**config.mk**
```make
export PLATFORM = sky130hd
export DESIGN_NAME = nfc_response_frame_parser
export DESIGN_NICKNAME = d
export VERILOG_FILES = /design/src/rtl/nfcp_pkg.sv /design/src/rtl/nfc_response_frame_parser.sv /design/src/rtl/nfcp_in_skid.sv /design/src/rtl/nfcp_parser.sv
export SDC_FILE = /design/constraint.sdc
export NUM_CORES = 1
export LEC_CHECK = 0
export BUFFER_PORTS_ARGS = -buffer_cell sky130_fd_sc_hd__buf_2
export CAP_MARGIN = 5
export CORE_MARGIN = 1.5
export CORE_UTILIZATION = 30
export CTS_CLUSTER_DIAMETER = 100
export DETAILED_ROUTE_END_ITERATION = 12
export GPL_TIMING_DRIVEN = 0
export MAX_ROUTING_LAYER = met4
export RECOVER_POWER = 25
export SYNTH_ARGS = -nofsm -noshare
export SYNTH_HDL_FRONTEND = slang
export SYNTH_SLANG_ARGS = --single-unit
```
**constraint.sdc**
```tcl
create_clock -name i_clk -period 5.11 [get_ports i_clk]
set_clock_uncertainty 0.15 [all_clocks]
set_input_delay 0.511 -clock i_clk [delete_from_list [all_inputs] [get_ports i_clk]]
set_output_delay 0.511 -clock i_clk [all_outputs]
set_load 0.1 [all_outputs]
```
**src/rtl/nfcp_pkg.sv**
```systemverilog
`timescale 1ns / 1ps
// ----------------------------------------------------------------------------
// NFC response frame parser package
// Shared types, frame constants and result codes.
// ----------------------------------------------------------------------------
package nfcp_pkg;

    localparam logic [7:0] STATUS_READY = 8'h01;
    localparam logic [7:0] START_ZERO   = 8'h00;
    localparam logic [7:0] START_END    = 8'hFF;
    localparam logic [7:0] FRAME_TFI    = 8'hD5;

    // Configuration register indexes.
    localparam logic REG_EXP_CMD  = 1'b0;
    localparam logic REG_CAPACITY = 1'b1;

    // Result codes.
    localparam logic [2:0] ERR_OK        = 3'd0;
    localparam logic [2:0] ERR_NOT_READY = 3'd1;
    localparam logic [2:0] ERR_START     = 3'd2;
    localparam logic [2:0] ERR_LCS       = 3'd3;
    localparam logic [2:0] ERR_TFI       = 3'd4;
    localparam logic [2:0] ERR_RESPONSE  = 3'd5;
    localparam logic [2:0] ERR_SHORT     = 3'd6;
    localparam logic [2:0] ERR_LONG      = 3'd7;

    typedef enum logic [9:0] {
        PH_IDLE    = 10'b00_0000_0001,
        PH_SC0     = 10'b00_0000_0010,
        PH_SC1     = 10'b00_0000_0100,
        PH_SC2     = 10'b00_0000_1000,
        PH_LEN     = 10'b00_0001_0000,
        PH_LCS     = 10'b00_0010_0000,
        PH_TFI     = 10'b00_0100_0000,
        PH_CMD     = 10'b00_1000_0000,
        PH_PAYLOAD = 10'b01_0000_0000,
        PH_DONE    = 10'b10_0000_0000
    } t_phase;

    typedef struct packed {
        logic [7:0] rx_byte;
        logic       start_req;
    } t_item;

endpackage

```
**src/rtl/nfc_response_frame_parser.sv**
```systemverilog
`timescale 1ns / 1ps
// An accepted byte is registered in the skid buffer, then its result at m_axis_tvalid.
// Throughput: one byte per cycle unless the output stalls; one FSM step handles each byte.
// The input skid buffer keeps s_axis_tready registered while the output register stalls.
// Reset (i_rst_n low, synchronous) returns to idle, clears both buffers and sets
// expected_command to 0 and payload_capacity to 255.
// ----------------------------------------------------------------------------
// NFC response frame parser
// Checks a streamed response frame byte by byte and emits its payload bytes.
// ----------------------------------------------------------------------------
module nfc_response_frame_parser (
    input  logic        i_clk,
    input  logic        i_rst_n,
    input  logic        i_cfg_we,
    input  logic        i_cfg_addr,
    input  logic [7:0]  i_cfg_wdata,
    input  logic        s_axis_tvalid,
    output logic        s_axis_tready,
    input  logic [7:0]  s_axis_tdata,   // [7:0] rx_byte
    input  logic        s_axis_tuser,   // [0] start_req
    output logic        m_axis_tvalid,
    input  logic        m_axis_tready,
    output logic [15:0] m_axis_tdata,   // [7:0] payload_byte, [15:8] payload_index
    output logic        m_axis_tlast,   // last
    output logic [3:0]  m_axis_tuser    // [0] no_payload, [3:1] error_code
);
    import nfcp_pkg::*;

    t_item      in_item;
    t_item      core_item;
    logic       core_valid;
    logic       pop_en;
    logic [7:0] payload_byte;
    logic [7:0] payload_index;
    logic       no_payload;
    logic [2:0] error_code;

    assign in_item.rx_byte   = s_axis_tdata;
    assign in_item.start_req = s_axis_tuser;

    nfcp_in_skid u_in_skid (
        .i_clk    (i_clk),
        .i_rst_n  (i_rst_n),
        .i_valid  (s_axis_tvalid),
        .o_ready  (s_axis_tready),
        .i_item   (in_item),
        .o_valid  (core_valid),
        .i_pop_en (pop_en),
        .o_item   (core_item)
    );

    nfcp_parser u_parser (
        .i_clk           (i_clk),
        .i_rst_n         (i_rst_n),
        .i_cfg_we        (i_cfg_we),
        .i_cfg_addr      (i_cfg_addr),
        .i_cfg_wdata     (i_cfg_wdata),
        .i_item_valid    (core_valid),
        .i_item          (core_item),
        .o_pop_en        (pop_en),
        .o_out_valid     (m_axis_tvalid),
        .i_out_ready     (m_axis_tready),
        .o_payload_byte  (payload_byte),
        .o_payload_index (payload_index),
        .o_no_payload    (no_payload),
        .o_last          (m_axis_tlast),
        .o_error_code    (error_code)
    );

    assign m_axis_tdata = {payload_index, payload_byte};
    assign m_axis_tuser = {error_code, no_payload};

endmodule

```
**src/rtl/nfcp_in_skid.sv**
```systemverilog
`timescale 1ns / 1ps
// ----------------------------------------------------------------------------
// NFC response frame parser input stage
// Two-entry skid buffer; ready toward the source comes straight from a flop.
// ----------------------------------------------------------------------------
module nfcp_in_skid (
    input  logic           i_clk,
    input  logic           i_rst_n,
    input  logic           i_valid,
    output logic           o_ready,
    input  nfcp_pkg::t_item i_item,
    output logic           o_valid,
    input  logic           i_pop_en,
    output nfcp_pkg::t_item o_item
);
    import nfcp_pkg::*;

    logic  r_main_valid;
    logic  r_skid_valid;
    t_item r_main;
    t_item r_skid;
    logic  accept;
    logic  main_free;

    assign accept    = i_valid && !r_skid_valid;
    assign main_free = !r_main_valid || i_pop_en;

    always_ff @(posedge i_clk) begin
        if (!i_rst_n) begin
            r_main_valid <= 1'b0;
            r_skid_valid <= 1'b0;
        end else if (main_free) begin
            if (r_skid_valid) begin
                r_main_valid <= 1'b1;
                r_skid_valid <= 1'b0;
            end else begin
                r_main_valid <= accept;
            end
        end else if (accept) begin
            r_skid_valid <= 1'b1;
        end
    end

    always_ff @(posedge i_clk) begin
        if (main_free) begin
            r_main <= r_skid_valid ? r_skid : i_item;
        end
        if (!main_free && accept) begin
            r_skid <= i_item;
        end
    end

    assign o_ready = !r_skid_valid;
    assign o_valid = r_main_valid;
    assign o_item  = r_main;

endmodule

```
**src/rtl/nfcp_parser.sv**
```systemverilog
`timescale 1ns / 1ps
// ----------------------------------------------------------------------------
// NFC response frame parser core
// Frame state machine, configuration registers and the result register.
// ----------------------------------------------------------------------------
module nfcp_parser (
    input  logic            i_clk,
    input  logic            i_rst_n,
    input  logic            i_cfg_we,
    input  logic            i_cfg_addr,
    input  logic [7:0]      i_cfg_wdata,
    input  logic            i_item_valid,
    input  nfcp_pkg::t_item i_item,
    output logic            o_pop_en,
    output logic            o_out_valid,
    input  logic            i_out_ready,
    output logic [7:0]      o_payload_byte,
    output logic [7:0]      o_payload_index,
    output logic            o_no_payload,
    output logic            o_last,
    output logic [2:0]      o_error_code
);
    import nfcp_pkg::*;

    logic [7:0] r_exp_cmd;
    logic [7:0] r_capacity;
    t_phase     r_phase;
    t_phase     n_phase;
    logic [7:0] r_len;
    logic [7:0] n_len;
    logic [7:0] r_count;
    logic [7:0] n_count;

    logic       r_out_valid;
    logic [7:0] r_out_byte;
    logic [7:0] r_out_index;
    logic       r_out_nop;
    logic       r_out_last;
    logic [2:0] r_out_err;

    logic       out_free;
    logic       consume;
    logic       fail;
    logic [2:0] fail_err;
    logic       res_valid;
    logic [7:0] res_byte;
    logic [7:0] res_index;
    logic       res_nop;
    logic       res_last;
    logic [2:0] res_err;
    logic [7:0] plen;
    logic [7:0] resp_code;
    logic       pay_last;

    assign out_free  = !r_out_valid || i_out_ready;
    assign consume   = i_item_valid && out_free;
    assign plen      = r_len - 8'd2;
    assign resp_code = r_exp_cmd + 8'd1;
    assign pay_last  = ({1'b0, r_count} + 9'd1) >= {1'b0, plen};

    always_comb begin
        n_phase   = r_phase;
        n_len     = r_len;
        n_count   = r_count;
        fail      = 1'b0;
        fail_err  = ERR_OK;
        res_valid = 1'b0;
        res_byte  = 8'd0;
        res_index = 8'd0;
        res_nop   = 1'b0;
        res_last  = 1'b0;
        res_err   = ERR_OK;
        if (i_item.start_req) begin
            n_len   = 8'd0;
            n_count = 8'd0;
            if (i_item.rx_byte != STATUS_READY) begin
                fail     = 1'b1;
                fail_err = ERR_NOT_READY;
            end else begin
                n_phase = PH_SC0;
            end
        end else begin
            unique case (r_phase)
                PH_SC0: begin
                    if (i_item.rx_byte != START_ZERO) begin
                        fail     = 1'b1;
                        fail_err = ERR_START;
                    end else begin
                        n_phase = PH_SC1;
                    end
                end
                PH_SC1: begin
                    if (i_item.rx_byte != START_ZERO) begin
                        fail     = 1'b1;
                        fail_err = ERR_START;
                    end else begin
                        n_phase = PH_SC2;
                    end
                end
                PH_SC2: begin
                    if (i_item.rx_byte != START_END) begin
                        fail     = 1'b1;
                        fail_err = ERR_START;
                    end else begin
                        n_phase = PH_LEN;
                    end
                end
                PH_LEN: begin
                    n_len   = i_item.rx_byte;
                    n_phase = PH_LCS;
                end
                PH_LCS: begin
                    if ((r_len + i_item.rx_byte) != 8'd0) begin
                        fail     = 1'b1;
                        fail_err = ERR_LCS;
                    end else begin
                        n_phase = PH_TFI;
                    end
                end
                PH_TFI: begin
                    if (i_item.rx_byte != FRAME_TFI) begin
                        fail     = 1'b1;
                        fail_err = ERR_TFI;
                    end else begin
                        n_phase = PH_CMD;
                    end
                end
                PH_CMD: begin
                    // Checks are ordered: response code, then length bounds.
                    if (i_item.rx_byte != resp_code) begin
                        fail     = 1'b1;
                        fail_err = ERR_RESPONSE;
                    end else if (r_len < 8'd2) begin
                        fail     = 1'b1;
                        fail_err = ERR_SHORT;
                    end else if (plen > r_capacity) begin
                        fail     = 1'b1;
                        fail_err = ERR_LONG;
                    end else if (plen == 8'd0) begin
                        n_phase   = PH_DONE;
                        res_valid = 1'b1;
                        res_nop   = 1'b1;
                        res_last  = 1'b1;
                    end else begin
                        n_count = 8'd0;
                        n_phase = PH_PAYLOAD;
                    end
                end
                PH_PAYLOAD: begin
                    res_valid = 1'b1;
                    res_byte  = i_item.rx_byte;
                    res_index = r_count;
                    res_last  = pay_last;
                    n_count   = r_count + 8'd1;
                    if (pay_last) begin
                        n_phase = PH_DONE;
                    end
                end
                default: ;
            endcase
        end
        if (fail) begin
            n_phase   = PH_DONE;
            res_valid = 1'b1;
            res_last  = 1'b1;
            res_err   = fail_err;
        end
    end

    always_ff @(posedge i_clk) begin
        if (!i_rst_n) begin
            r_exp_cmd  <= 8'd0;
            r_capacity <= 8'd255;
        end else if (i_cfg_we) begin
            unique case (i_cfg_addr)
                REG_EXP_CMD:  r_exp_cmd  <= i_cfg_wdata;
                REG_CAPACITY: r_capacity <= i_cfg_wdata;
                default: ;
            endcase
        end
    end

    always_ff @(posedge i_clk) begin
        if (!i_rst_n) begin
            r_phase <= PH_IDLE;
            r_len   <= 8'd0;
            r_count <= 8'd0;
        end else if (consume) begin
            r_phase <= n_phase;
            r_len   <= n_len;
            r_count <= n_count;
        end
    end

    always_ff @(posedge i_clk) begin
        if (!i_rst_n) begin
            r_out_valid <= 1'b0;
        end else if (consume && res_valid) begin
            r_out_valid <= 1'b1;
        end else if (i_out_ready) begin
            r_out_valid <= 1'b0;
        end
    end

    always_ff @(posedge i_clk) begin
        if (consume && res_valid) begin
            r_out_byte  <= res_byte;
            r_out_index <= res_index;
            r_out_nop   <= res_nop;
            r_out_last  <= res_last;
            r_out_err   <= res_err;
        end
    end

    assign o_pop_en        = out_free;
    assign o_out_valid     = r_out_valid;
    assign o_payload_byte  = r_out_byte;
    assign o_payload_index = r_out_index;
    assign o_no_payload    = r_out_nop;
    assign o_last          = r_out_last;
    assign o_error_code    = r_out_err;

`ifndef SYNTHESIS
    a_err_is_final: assert property (@(posedge i_clk) disable iff (!i_rst_n)
        (r_out_valid && r_out_err != ERR_OK) |-> (r_out_last && r_out_byte == 8'd0))
        else $error("error result not marked final or carries a byte");

    a_empty_is_final: assert property (@(posedge i_clk) disable iff (!i_rst_n)
        (r_out_valid && r_out_nop) |-> (r_out_last && r_out_err == ERR_OK))
        else $error("empty-payload result malformed");

    a_last_ends_frame: assert property (@(posedge i_clk) disable iff (!i_rst_n)
        (consume && res_valid && res_last) |=> (r_phase == PH_DONE))
        else $error("frame did not end after its final result");
`endif

endmodule

```
Yosys cells after proc, flatten, opt, wreduce, memory -nomap -nowiden

Cells that the tools add are included.

Bits in latches: 0
ROM bits: 0
Output and inout port bits: 23
Bits of input ports: 23
Memories kept: 0
Register bits: 84
Bits in writable memories: 0

Shift-type cells: 0
Equal/unequal tests: 26
Add/sub/neg operators: 5
Multiplexer cells: 55
Bitwise operators: 4
Multipliers: 0
Div/mod/pow operators: 0
Reductions and logical operators: 26
$lt $le $gt $ge: 3

Operator list:

| cell                                                                     | count |
|---|---|
| 10-bit two-way mux                                                       | 13 |
| 10-bit case mux with 8 select lines                                      | 1 |
| 8-bit two-way mux                                                        | 7 |
| 4-bit by 3-bit inequality test with 1-bit output (second input constant) | 8 |
| 1-bit two-way mux                                                        | 20 |
| 8-bit by 1-bit adder with 8-bit output (second input constant)           | 2 |
| 8-bit inequality test (second input constant)                            | 2 |
| 8-bit case mux with 2 select lines                                       | 1 |
| 8-bit nonzero test                                                       | 2 |
| 3-bit two-way mux                                                        | 5 |
| 3-bit case mux with 5 select lines                                       | 1 |
| 3-bit inequality test (second input constant)                            | 4 |
| 12-bit AND reduction                                                     | 1 |
| 10-bit by 2-bit == test with 1-bit output (second input constant)        | 1 |
| 10-bit by 3-bit == test with 1-bit output (second input constant)        | 1 |
| 10-bit by 4-bit == test with 1-bit output (second input constant)        | 1 |
| 10-bit by 5-bit == test with 1-bit output (second input constant)        | 1 |
| 10-bit by 6-bit == test with 1-bit output (second input constant)        | 1 |
| 10-bit by 7-bit == test with 1-bit output (second input constant)        | 1 |
| 10-bit by 8-bit == test with 1-bit output (second input constant)        | 1 |
| 10-bit by 9-bit == test with 1-bit output (second input constant)        | 1 |
| 10-bit nonzero test                                                      | 1 |
| 8-bit by 1-bit adder with 9-bit output (second input constant)           | 1 |
| 9-bit by 8-bit greater-or-equal comparator with 1-bit output             | 1 |
| 22 further kinds                                                         | 41 |

Longest topological paths before layout

Gate-level depths: netlist (run 1).

Depth in word-level cells: 11
Gate-level depth with buffers: 15
Gate-level depth less buffers: 15

Cells and area by module

A second synthesis (run 1) with hierarchy kept.

Cell total of the unflattened synthesis: 504
Area, all modules: 4802.1 µm²

By module, submodules not included:

| module                    | area an instance (µm²) | sequential area each (µm²) | cells each | instances |
|---|---|---|---|---|
| nfcp_parser               | 4031.4                 | 1491.4                     | 467        | 1 |
| nfcp_in_skid              | 763.2                  | 580.6                      | 36         | 1 |
| nfc_response_frame_parser | 7.5                    | 0.0                        | 1          | 1 |

Worst setup path after synthesis (run 1)

No wires, ideal clock.

Path kind: register to register
From: reg u_parser.r_len[1]
To: reg u_parser.r_out_err[0], in the netlist u_parser.o_error_code[0] (enable)
Stages on the path, launching flop included: 15
Library setup time: 406 ps
Path slack: 797 ps
Arrival time: 3757 ps
Buffers on the path: 0
Path through: dfxtp_1 -> inv_1 -> ha_1 -> nand2b_1 -> nor4_1 -> xnor2_1 -> inv_1 -> ha_1 -> a21oi_1 -> o21a_1 -> o22ai_1 -> or2b_2 -> nor4_1 -> a211oi_1 -> a21oi_1

Word-level cells in the longest chain between the ends: 10
Elaborated cells on any way between the ends: 20
Those cells by class: add/sub (2); order compare (2); mux (13); reduce/logical (3)

Ends and longest elaborated chain:

| item                                                                                                | line               | RTL |
|---|---|---|
| from (decl)                                                                                         | nfcp_parser.sv:29  | `logic [7:0] r_len;` |
| from (signal assigned)                                                                              | nfcp_parser.sv:190 | `r_len <= n_len;` |
| parallel branches: the longest is 8 deep, another holds 8-bit by 2-bit subtractor with 8-bit output | --                 |  |
| 1-bit two-way mux (*)                                                                               | nfcp_parser.sv:162 | `if (fail) begin` |
| 1-bit logical AND (*)                                                                               | nfcp_parser.sv:206 | `if (consume && res_valid) begin` |
| to (signal assigned)                                                                                | nfcp_parser.sv:211 | `r_out_err <= res_err;` |
| to (decl)                                                                                           | nfcp_parser.sv:39  | `logic [2:0] r_out_err;` |

Mark *: on every way between the ends.
A chain may end at the register's enable or synchronous reset.

Worst setup path after layout (run 1)

From: reg u_parser.r_len[1]
To: reg u_parser.r_out_byte[5], in the netlist u_parser.o_payload_byte[5] (enable)

Word-level cells in the longest chain between the ends: 10
Elaborated cells on any way between the ends: 20
Those cells by class: add/sub (2); order compare (2); mux (13); reduce/logical (3)

Ends and longest elaborated chain:

| item                                                                                                | line               | RTL |
|---|---|---|
| parallel branches: the longest is 8 deep, another holds 8-bit by 2-bit subtractor with 8-bit output | --                 |  |
| 1-bit two-way mux (*)                                                                               | nfcp_parser.sv:162 |  |
| 1-bit logical AND (*)                                                                               | nfcp_parser.sv:206 |  |
| to (signal assigned)                                                                                | nfcp_parser.sv:207 | `r_out_byte <= res_byte;` |
| to (decl)                                                                                           | nfcp_parser.sv:35  | `logic [7:0] r_out_byte;` |

Marks and branches as above.

==> results.tsv, run 1 <==
stage	metric	value	unit
placed_design	numPortBuffers	45	
hold_path	holdPathStages	1	
cts	cts_setup_buffers	0	
worst_setup_path	cp_cell_sequence	inv_1, ha_1, nand2b_1, nor4_1, xnor2_1, inv_1, ha_1, a21oi_1, o21a_1, o22ai_1, or2b_2, nor4_1, a211oi_1, a21oi_2, buf_8	
worst_setup_path	required	5.02	ns
cts	ctsResizeCount	0	
cts	cts-buffers-inserted	9	
synthesis	synth_cell_types	66	
global_routing	grt_pass1_wl	20.2	mm
timing	grt_setup_unrepaired	no	
timing	drv_slew	0	
timing	min_period	4.47	ns
global_routing	gr-total-overflow	0	
worst_setup_path	critPathArrivalTime	4.38	ns
timing	fmaxAchievable	224	MHz
worst_setup_path	path_depth	15	
hold_path	min_path_type	in -> reg	
drt	avgViaCountPerCell	5.06	
synthesis	syn_nets	559	
floorplanning	fp.dieH	131	µm
floorplanning	core	15900	µm²
power_and_ir_drop	power_density	274	nW/µm²
drt	dr.pass1.iters	5	
final_layout	synthToLayoutAreaGrowth	16.6	%
floorplanning	rows	46	
global_routing	antenna_found_initial	0	
worst_setup_path	ff2ff_path_depth	15	
drt	wl_per_cell	15.6	µm
cts	h-tree-depth	3	
synthesis	syn-cell-area	4880	µm²
cts	clock-sinks	84	
placed_design	placed_cell_area	5390	µm²
job	cap_violations	0	
timing	min_period_over_period	0.874	
worst_setup_path	crit_path_max_fanout	16	
cts	clock_path_buffers	2	
drt	wirelength	12.3	mm
cts	clkLatencyLatePin	0.35	ns
synthesis	synth_most_common_cell	dfxtp_1	
worst_setup_path	path_buf_inv	3	
timing	whs	0.209	ns
synthesis	synth-main-ff-cell	dfxtp_1	
synthesis	ys_seq_area_frac	0.425	
final_layout	layout-drive-gt1-share	0.140	
worst_setup_path	cp-end-kind	flop	
placed_design	place.gp.congestion	0.872	
global_routing	grt_max_degree	17	
power_and_ir_drop	p_leak	2.20	nW
final_layout	final_nets	617	
synthesis	yosys.area.top_type_share	0.240	
global_routing	grt_usage	0.159	
floorplanning	die-area	17000	µm²
synthesis	synth-warning-count	0	
worst_setup_path	path_class	reg -> reg	
timing	max_slew_margin	0.218	
synthesis	postSynthCellCount	509	
synthesis	syn_avg_cell_area	9.58	µm²
worst_setup_path	crit_slowest_cell	nor4_1	
global_routing	first_global_vias	3971	
cts	clk_pin_slew	0.06	ns
synthesis	synth_edf_count	39	
timing	worst_pin_slew	1.18	ns
timing	final_hold_viol_count	0	
drt	drc	0	
timing	setup_viol	0	
cts	root_buffer	clkbuf_16	
final_layout	fin_area	5690	µm²
floorplanning	die_w	131	µm
synthesis	async_flop_share	0	
worst_setup_path	crit_family	simple AND/OR/NAND/NOR gates	
drt	vias	3988	
synthesis	ys_seq_elements	84	
power_and_ir_drop	irDropWorstVdd	0.229	mV
cts	cts_tree	built	
placed_design	dpl.hpwl	9.27	mm
drt	ant_nets	0	
floorplanning	io_pins	46	
drt	drt_iter0_markers	280	
worst_setup_path	crit_path_start_kind	flop	
synthesis	synthTopCellsByArea	edfxtp_1, dfxtp_1, ha_1	
cts	hold_buffers	0	
floorplanning	initial_core_util	0.307	
worst_setup_path	slowest_delay	0.57	ns
synthesis	synth_commonest_cells	dfxtp_1, edfxtp_1, nand2_1	
synthesis	yosysTopAreaCell	edfxtp_1	
final_layout	diodes	0	
outcome	status	finished, final reports clean	
==> state kept, by name, indices dropped and copies added, names as in the netlist <==
signal                    cells
u_parser.r_len                8
u_in_skid.o_valid             1
u_in_skid.o_item              9
u_parser.r_count              8
u_in_skid.r_skid              9
u_parser.r_phase             10
u_in_skid.r_skid_valid        1
u_parser.o_out_valid          1
u_parser.o_error_code         3
u_parser.o_payload_byte       8
u_parser.r_exp_cmd            8
u_parser.r_capacity           8
u_parser.o_last               1
u_parser.o_payload_index      8
u_parser.o_no_payload         1
==> through the flow <==
step / utilization / power (mW) / TNS [ns] / setup WS, ns / std cells
finish: 0.358 / 1.56 / 0 / 0.642 / 788
global route: 0.358 / 1.61 / 0 / 0.409 / 788
CTS: 0.359 / 1.57 / 0 / 0.603 / 787
global placement: 0.338 / 0.905 / -3.35 / -0.161 / 770
floorplan: - / 0.864 / 0 / 0.797 / 509
detailed placement: 0.339 / 0.911 / 0 / 0.603 / 771
==> layout by cell type (no fill, tap or decap), drive strengths merged, types with 5 or more instances in the layout <==
cell / netlist / layout
mux2i: 10 / 10
or3: 5 / 5
a31oi: 6 / 6
o211ai: 10 / 10
ha: 26 / 26
nand4: 8 / 8
dfxtp: 45 / 45
a21o: 8 / 8
a21oi: 16 / 16
a22oi: 8 / 8
xor2: 10 / 10
buf: 3 / 33
xnor2: 12 / 12
nand2: 39 / 39
nor2b: 24 / 24
inv: 21 / 21
nand2b: 21 / 21
a211oi: 9 / 9
mux2: 9 / 9
and3: 6 / 6
nand3: 20 / 20
nor3: 9 / 9
edfxtp: 39 / 39
nor2: 36 / 36
o21ai: 19 / 19
clkbuf: 14 / 42
and2: 21 / 21
nor4: 9 / 9
o22ai: 5 / 5
==> layer usage <==
layer,share of wire,global-route usage
met4,0.024,0.0504
met5,0,-
met3,0.053,0.0419
met2,0.46,0.260
met1,0.46,0.192
==> path summary, 6_finish.rpt <==
check,start,end,slack (ns)
max,u_parser.r_len[1],u_parser.o_payload_byte[5],0.64
min,s_axis_tdata[2],u_in_skid.r_skid[3],0.21
max reg2reg,u_parser.r_len[1],u_parser.o_payload_byte[5],0.64
min reg2reg,u_parser.r_phase[0],u_parser.r_phase[0],0.33
==> report_power, final <==
group,leakage [nW],switching [mW],total [mW],internal (mW)
clock,0.150,0.267,0.660,0.394
combinational,1.32,0.104,0.157,0.0526
sequential,0.732,0.0200,0.740,0.720
total,2.20,0.391,1.56,1.17
==> layout make-up <==
type | instances | area, µm²
Clock buffer | 11 | 243
Multi-Input combinational cell | 387 | 2650
Sequential cell | 84 | 2070
Tap cell | 216 | 270
Buffer | 17 | 91.3
Timing Repair Buffer | 47 | 226
Inverter | 21 | 78.8
Clock inverter | 5 | 61.3
Fill cell | 1661 | 10200
==> kinds of logic after synthesis <==
kind of cell,after synthesis,synth area share
multiplexers,19,0.0413
flip-flops,84,0.425
AO/OA/AOI/OAI,104,0.147
XOR/XNOR,22,0.0395
buffers and inverters,38,0.0349
AND/OR/NAND/NOR,215,0.241
adder cells (fa/ha/maj),27,0.0708
(Power assumes the default switching activity.)
==> inputs of run 2 (changes only) <==
Settings changed: CORE_MARGIN 1.5 to 4.
==> run 2 against run 1 <==
  * Design area up 0.62%
  * Highest routed layer unchanged
  * Sequential cell count unchanged
  * Setup slack gained 0.027 ns
  * Power is 3.3% higher
  * Hold slack worse by 0.0052 ns
  * First-iteration DRC count fell by 24%
==> results.tsv, run 2 (synthesis gave the netlist of run 1 again) <==
stage	metric	value	unit
outcome	status	finished, final reports clean	
worst_setup_path	critPathArrivalTime	4.34	ns
worst_setup_path	cp-end-kind	flop	
drt	dr.pass1.iters	5	
worst_setup_path	crit_path_start_kind	flop	
cts	clkLatencyLatePin	0.35	ns
drt	avgViaCountPerCell	5.11	
hold_path	holdPathStages	1	
floorplanning	rows	46	
drt	drt_iter0_markers	214	
final_layout	layout-drive-gt1-share	0.156	
cts	root_buffer	clkbuf_16	
drt	drc	0	
timing	setup_viol	0	
final_layout	top_register	u_parser.r_phase	
hold_path	whs_endpoint	u_in_skid.r_skid[4]	
hold_path	min_path_type	in -> reg	
worst_setup_path	regToRegSetupSlack	0.67	ns
drt	vias	4029	
timing	fmaxAchievable	225	MHz
timing	drv_slew	0	
global_routing	grt_usage	0.144	
cts	cts_setup_buffers	0	
cts	h-tree-depth	3	
cts	cts_tree	built	
floorplanning	fp.dieH	136	µm
power_and_ir_drop	power_density	281	nW/µm²
placed_design	dpl.hpwl	9.24	mm
global_routing	gr-total-overflow	0	
cts	cts-buffers-inserted	9	
timing	worst_pin_slew	0.973	ns
final_layout	multiInputGateArea	2650	µm²
drt	wirelength	12.3	mm
placed_design	placed_cell_area	5390	µm²
final_layout	diodes	0	
timing	min_period	4.44	ns
cts	clk_pin_slew	0.06	ns
worst_setup_path	path_class	reg -> reg	
final_layout	synthToLayoutAreaGrowth	17.3	%
final_layout	num-fill-cells	1638	
global_routing	grt_pass1_wl	20.2	mm
worst_setup_path	r2r-end	u_parser.o_payload_byte[2]	
final_layout	largest_register_ff_count	10	
power_and_ir_drop	p_leak	2.23	nW
worst_setup_path	required	5.01	ns
timing	max_slew_margin	0.346	
timing	layout_setup_ws	0.669	ns
floorplanning	die-area	18400	µm²
cts	ctsResizeCount	0	
final_layout	layout_commonest_cell	dfxtp_1	
drt	wl_per_cell	15.6	µm
timing	fin_setup_tns	0	ns
worst_setup_path	reg2reg_from	u_parser.r_len[1]	
global_routing	first_global_vias	4007	
final_layout	fin_area	5720	µm²
floorplanning	die_w	136	µm
floorplanning	initial_core_util	0.307	
hold_path	hold_path_startpoint	s_axis_tdata[3]	
timing	final_hold_viol_count	0	
global_routing	grt_max_degree	17	
floorplanning	core	15900	µm²
drt	ant_nets	0	
global_routing	antenna_found_initial	0	
job	cap_violations	0	
worst_setup_path	ff2ff_path_depth	15	
floorplanning	io_pins	46	
placed_design	numPortBuffers	45	
placed_design	place.gp.congestion	0.862	
power_and_ir_drop	power	1.61	mW
final_layout	layout_common_cells	dfxtp_1, buf_2, edfxtp_1	
timing	grt_setup_unrepaired	no	
worst_setup_path	crit_path_max_fanout	16	
placed_design	dp_slack	0.650	ns
final_layout	seqCellArea	2070	µm²
cts	clock-sinks	84	
timing	min_period_over_period	0.869	
power_and_ir_drop	irDropWorstVdd	0.164	mV
cts	hold_buffers	0	
final_layout	final_nets	617	
cts	clock_path_buffers	2	
==> run 2: cell types whose count changed in the layout (fill, tap and decap cells not counted), moves of 2 or more <==
cell / before / now
clkinv_4: 3 / 0
buf_2: 30 / 40
clkinvlp_4: 0 / 2
clkbuf_1: 29 / 20
==> run 2: through the flow <==
step                      hold WS [ns]  instances   util
after floorplan                  0.298        509      -
after global placement           0.317        770  0.338
after detailed placement         0.316        771  0.339
after CTS                        0.194        787  0.360
after global routing             0.184        788  0.360
final                            0.204        788  0.360
==> run 2: layer usage <==
metal,global-route usage,vias to the layer above,share of wire
met1,0.175,1915,0.48
met5,-,-,0
li1,-,1980,-
met2,0.226,114,0.46
met4,0.0454,0,0.017
met3,0.0468,20,0.046
==> run 2: power breakdown <==
part	switching [mW]	leakage (nW)	internal, mW
clock	0.268	0.152	0.443
sequential	0.0203	0.732	0.720
combinational	0.103	1.35	0.0529
total	0.392	2.23	1.22
==> run 2: critical path, stage by stage, from the launching register on <==
cell and delay, ns:
dfxtp_1 0.48, inv_1 0.14, ha_1 0.24, nand2b_1 0.10, nor4_1 0.06, xnor2_1 0.40, inv_1 0.10, ha_1 0.32
a21oi_1 0.18, o21a_1 0.14, o22ai_1 0.11, or2b_2 0.36, nor4_1 0.57, a211oi_1 0.18, a21oi_2 0.39, buf_8 0.22
==> run 2: worst max-delay path by stage <==
stage	start	endpoint	slack [ns]	depth (start not counted)
after floorplan	u_parser.r_len[1]	u_parser.o_error_code[0]	0.80	14
after global placement	u_parser.r_len[1]	u_parser.o_payload_byte[7]	-0.19	14
after detailed placement	u_parser.r_len[1]	u_parser.o_payload_byte[6]	0.65	15
after CTS	u_parser.r_len[1]	u_parser.o_payload_byte[1]	0.63	15
after global routing	u_parser.r_len[1]	u_parser.o_payload_byte[1]	0.30	15
final	u_parser.r_len[1]	u_parser.o_payload_byte[2]	0.67	15
==> run 2: final cells by class <==
class,count,share of cell area
Inverter,21,0.0138
Timing Repair Buffer,47,0.0415
Clock buffer,11,0.0424
Buffer,17,0.0160
Sequential cell,84,0.362
Clock inverter,5,0.0146
Multi-Input combinational cell,387,0.462
Tap cell,216,0.0472
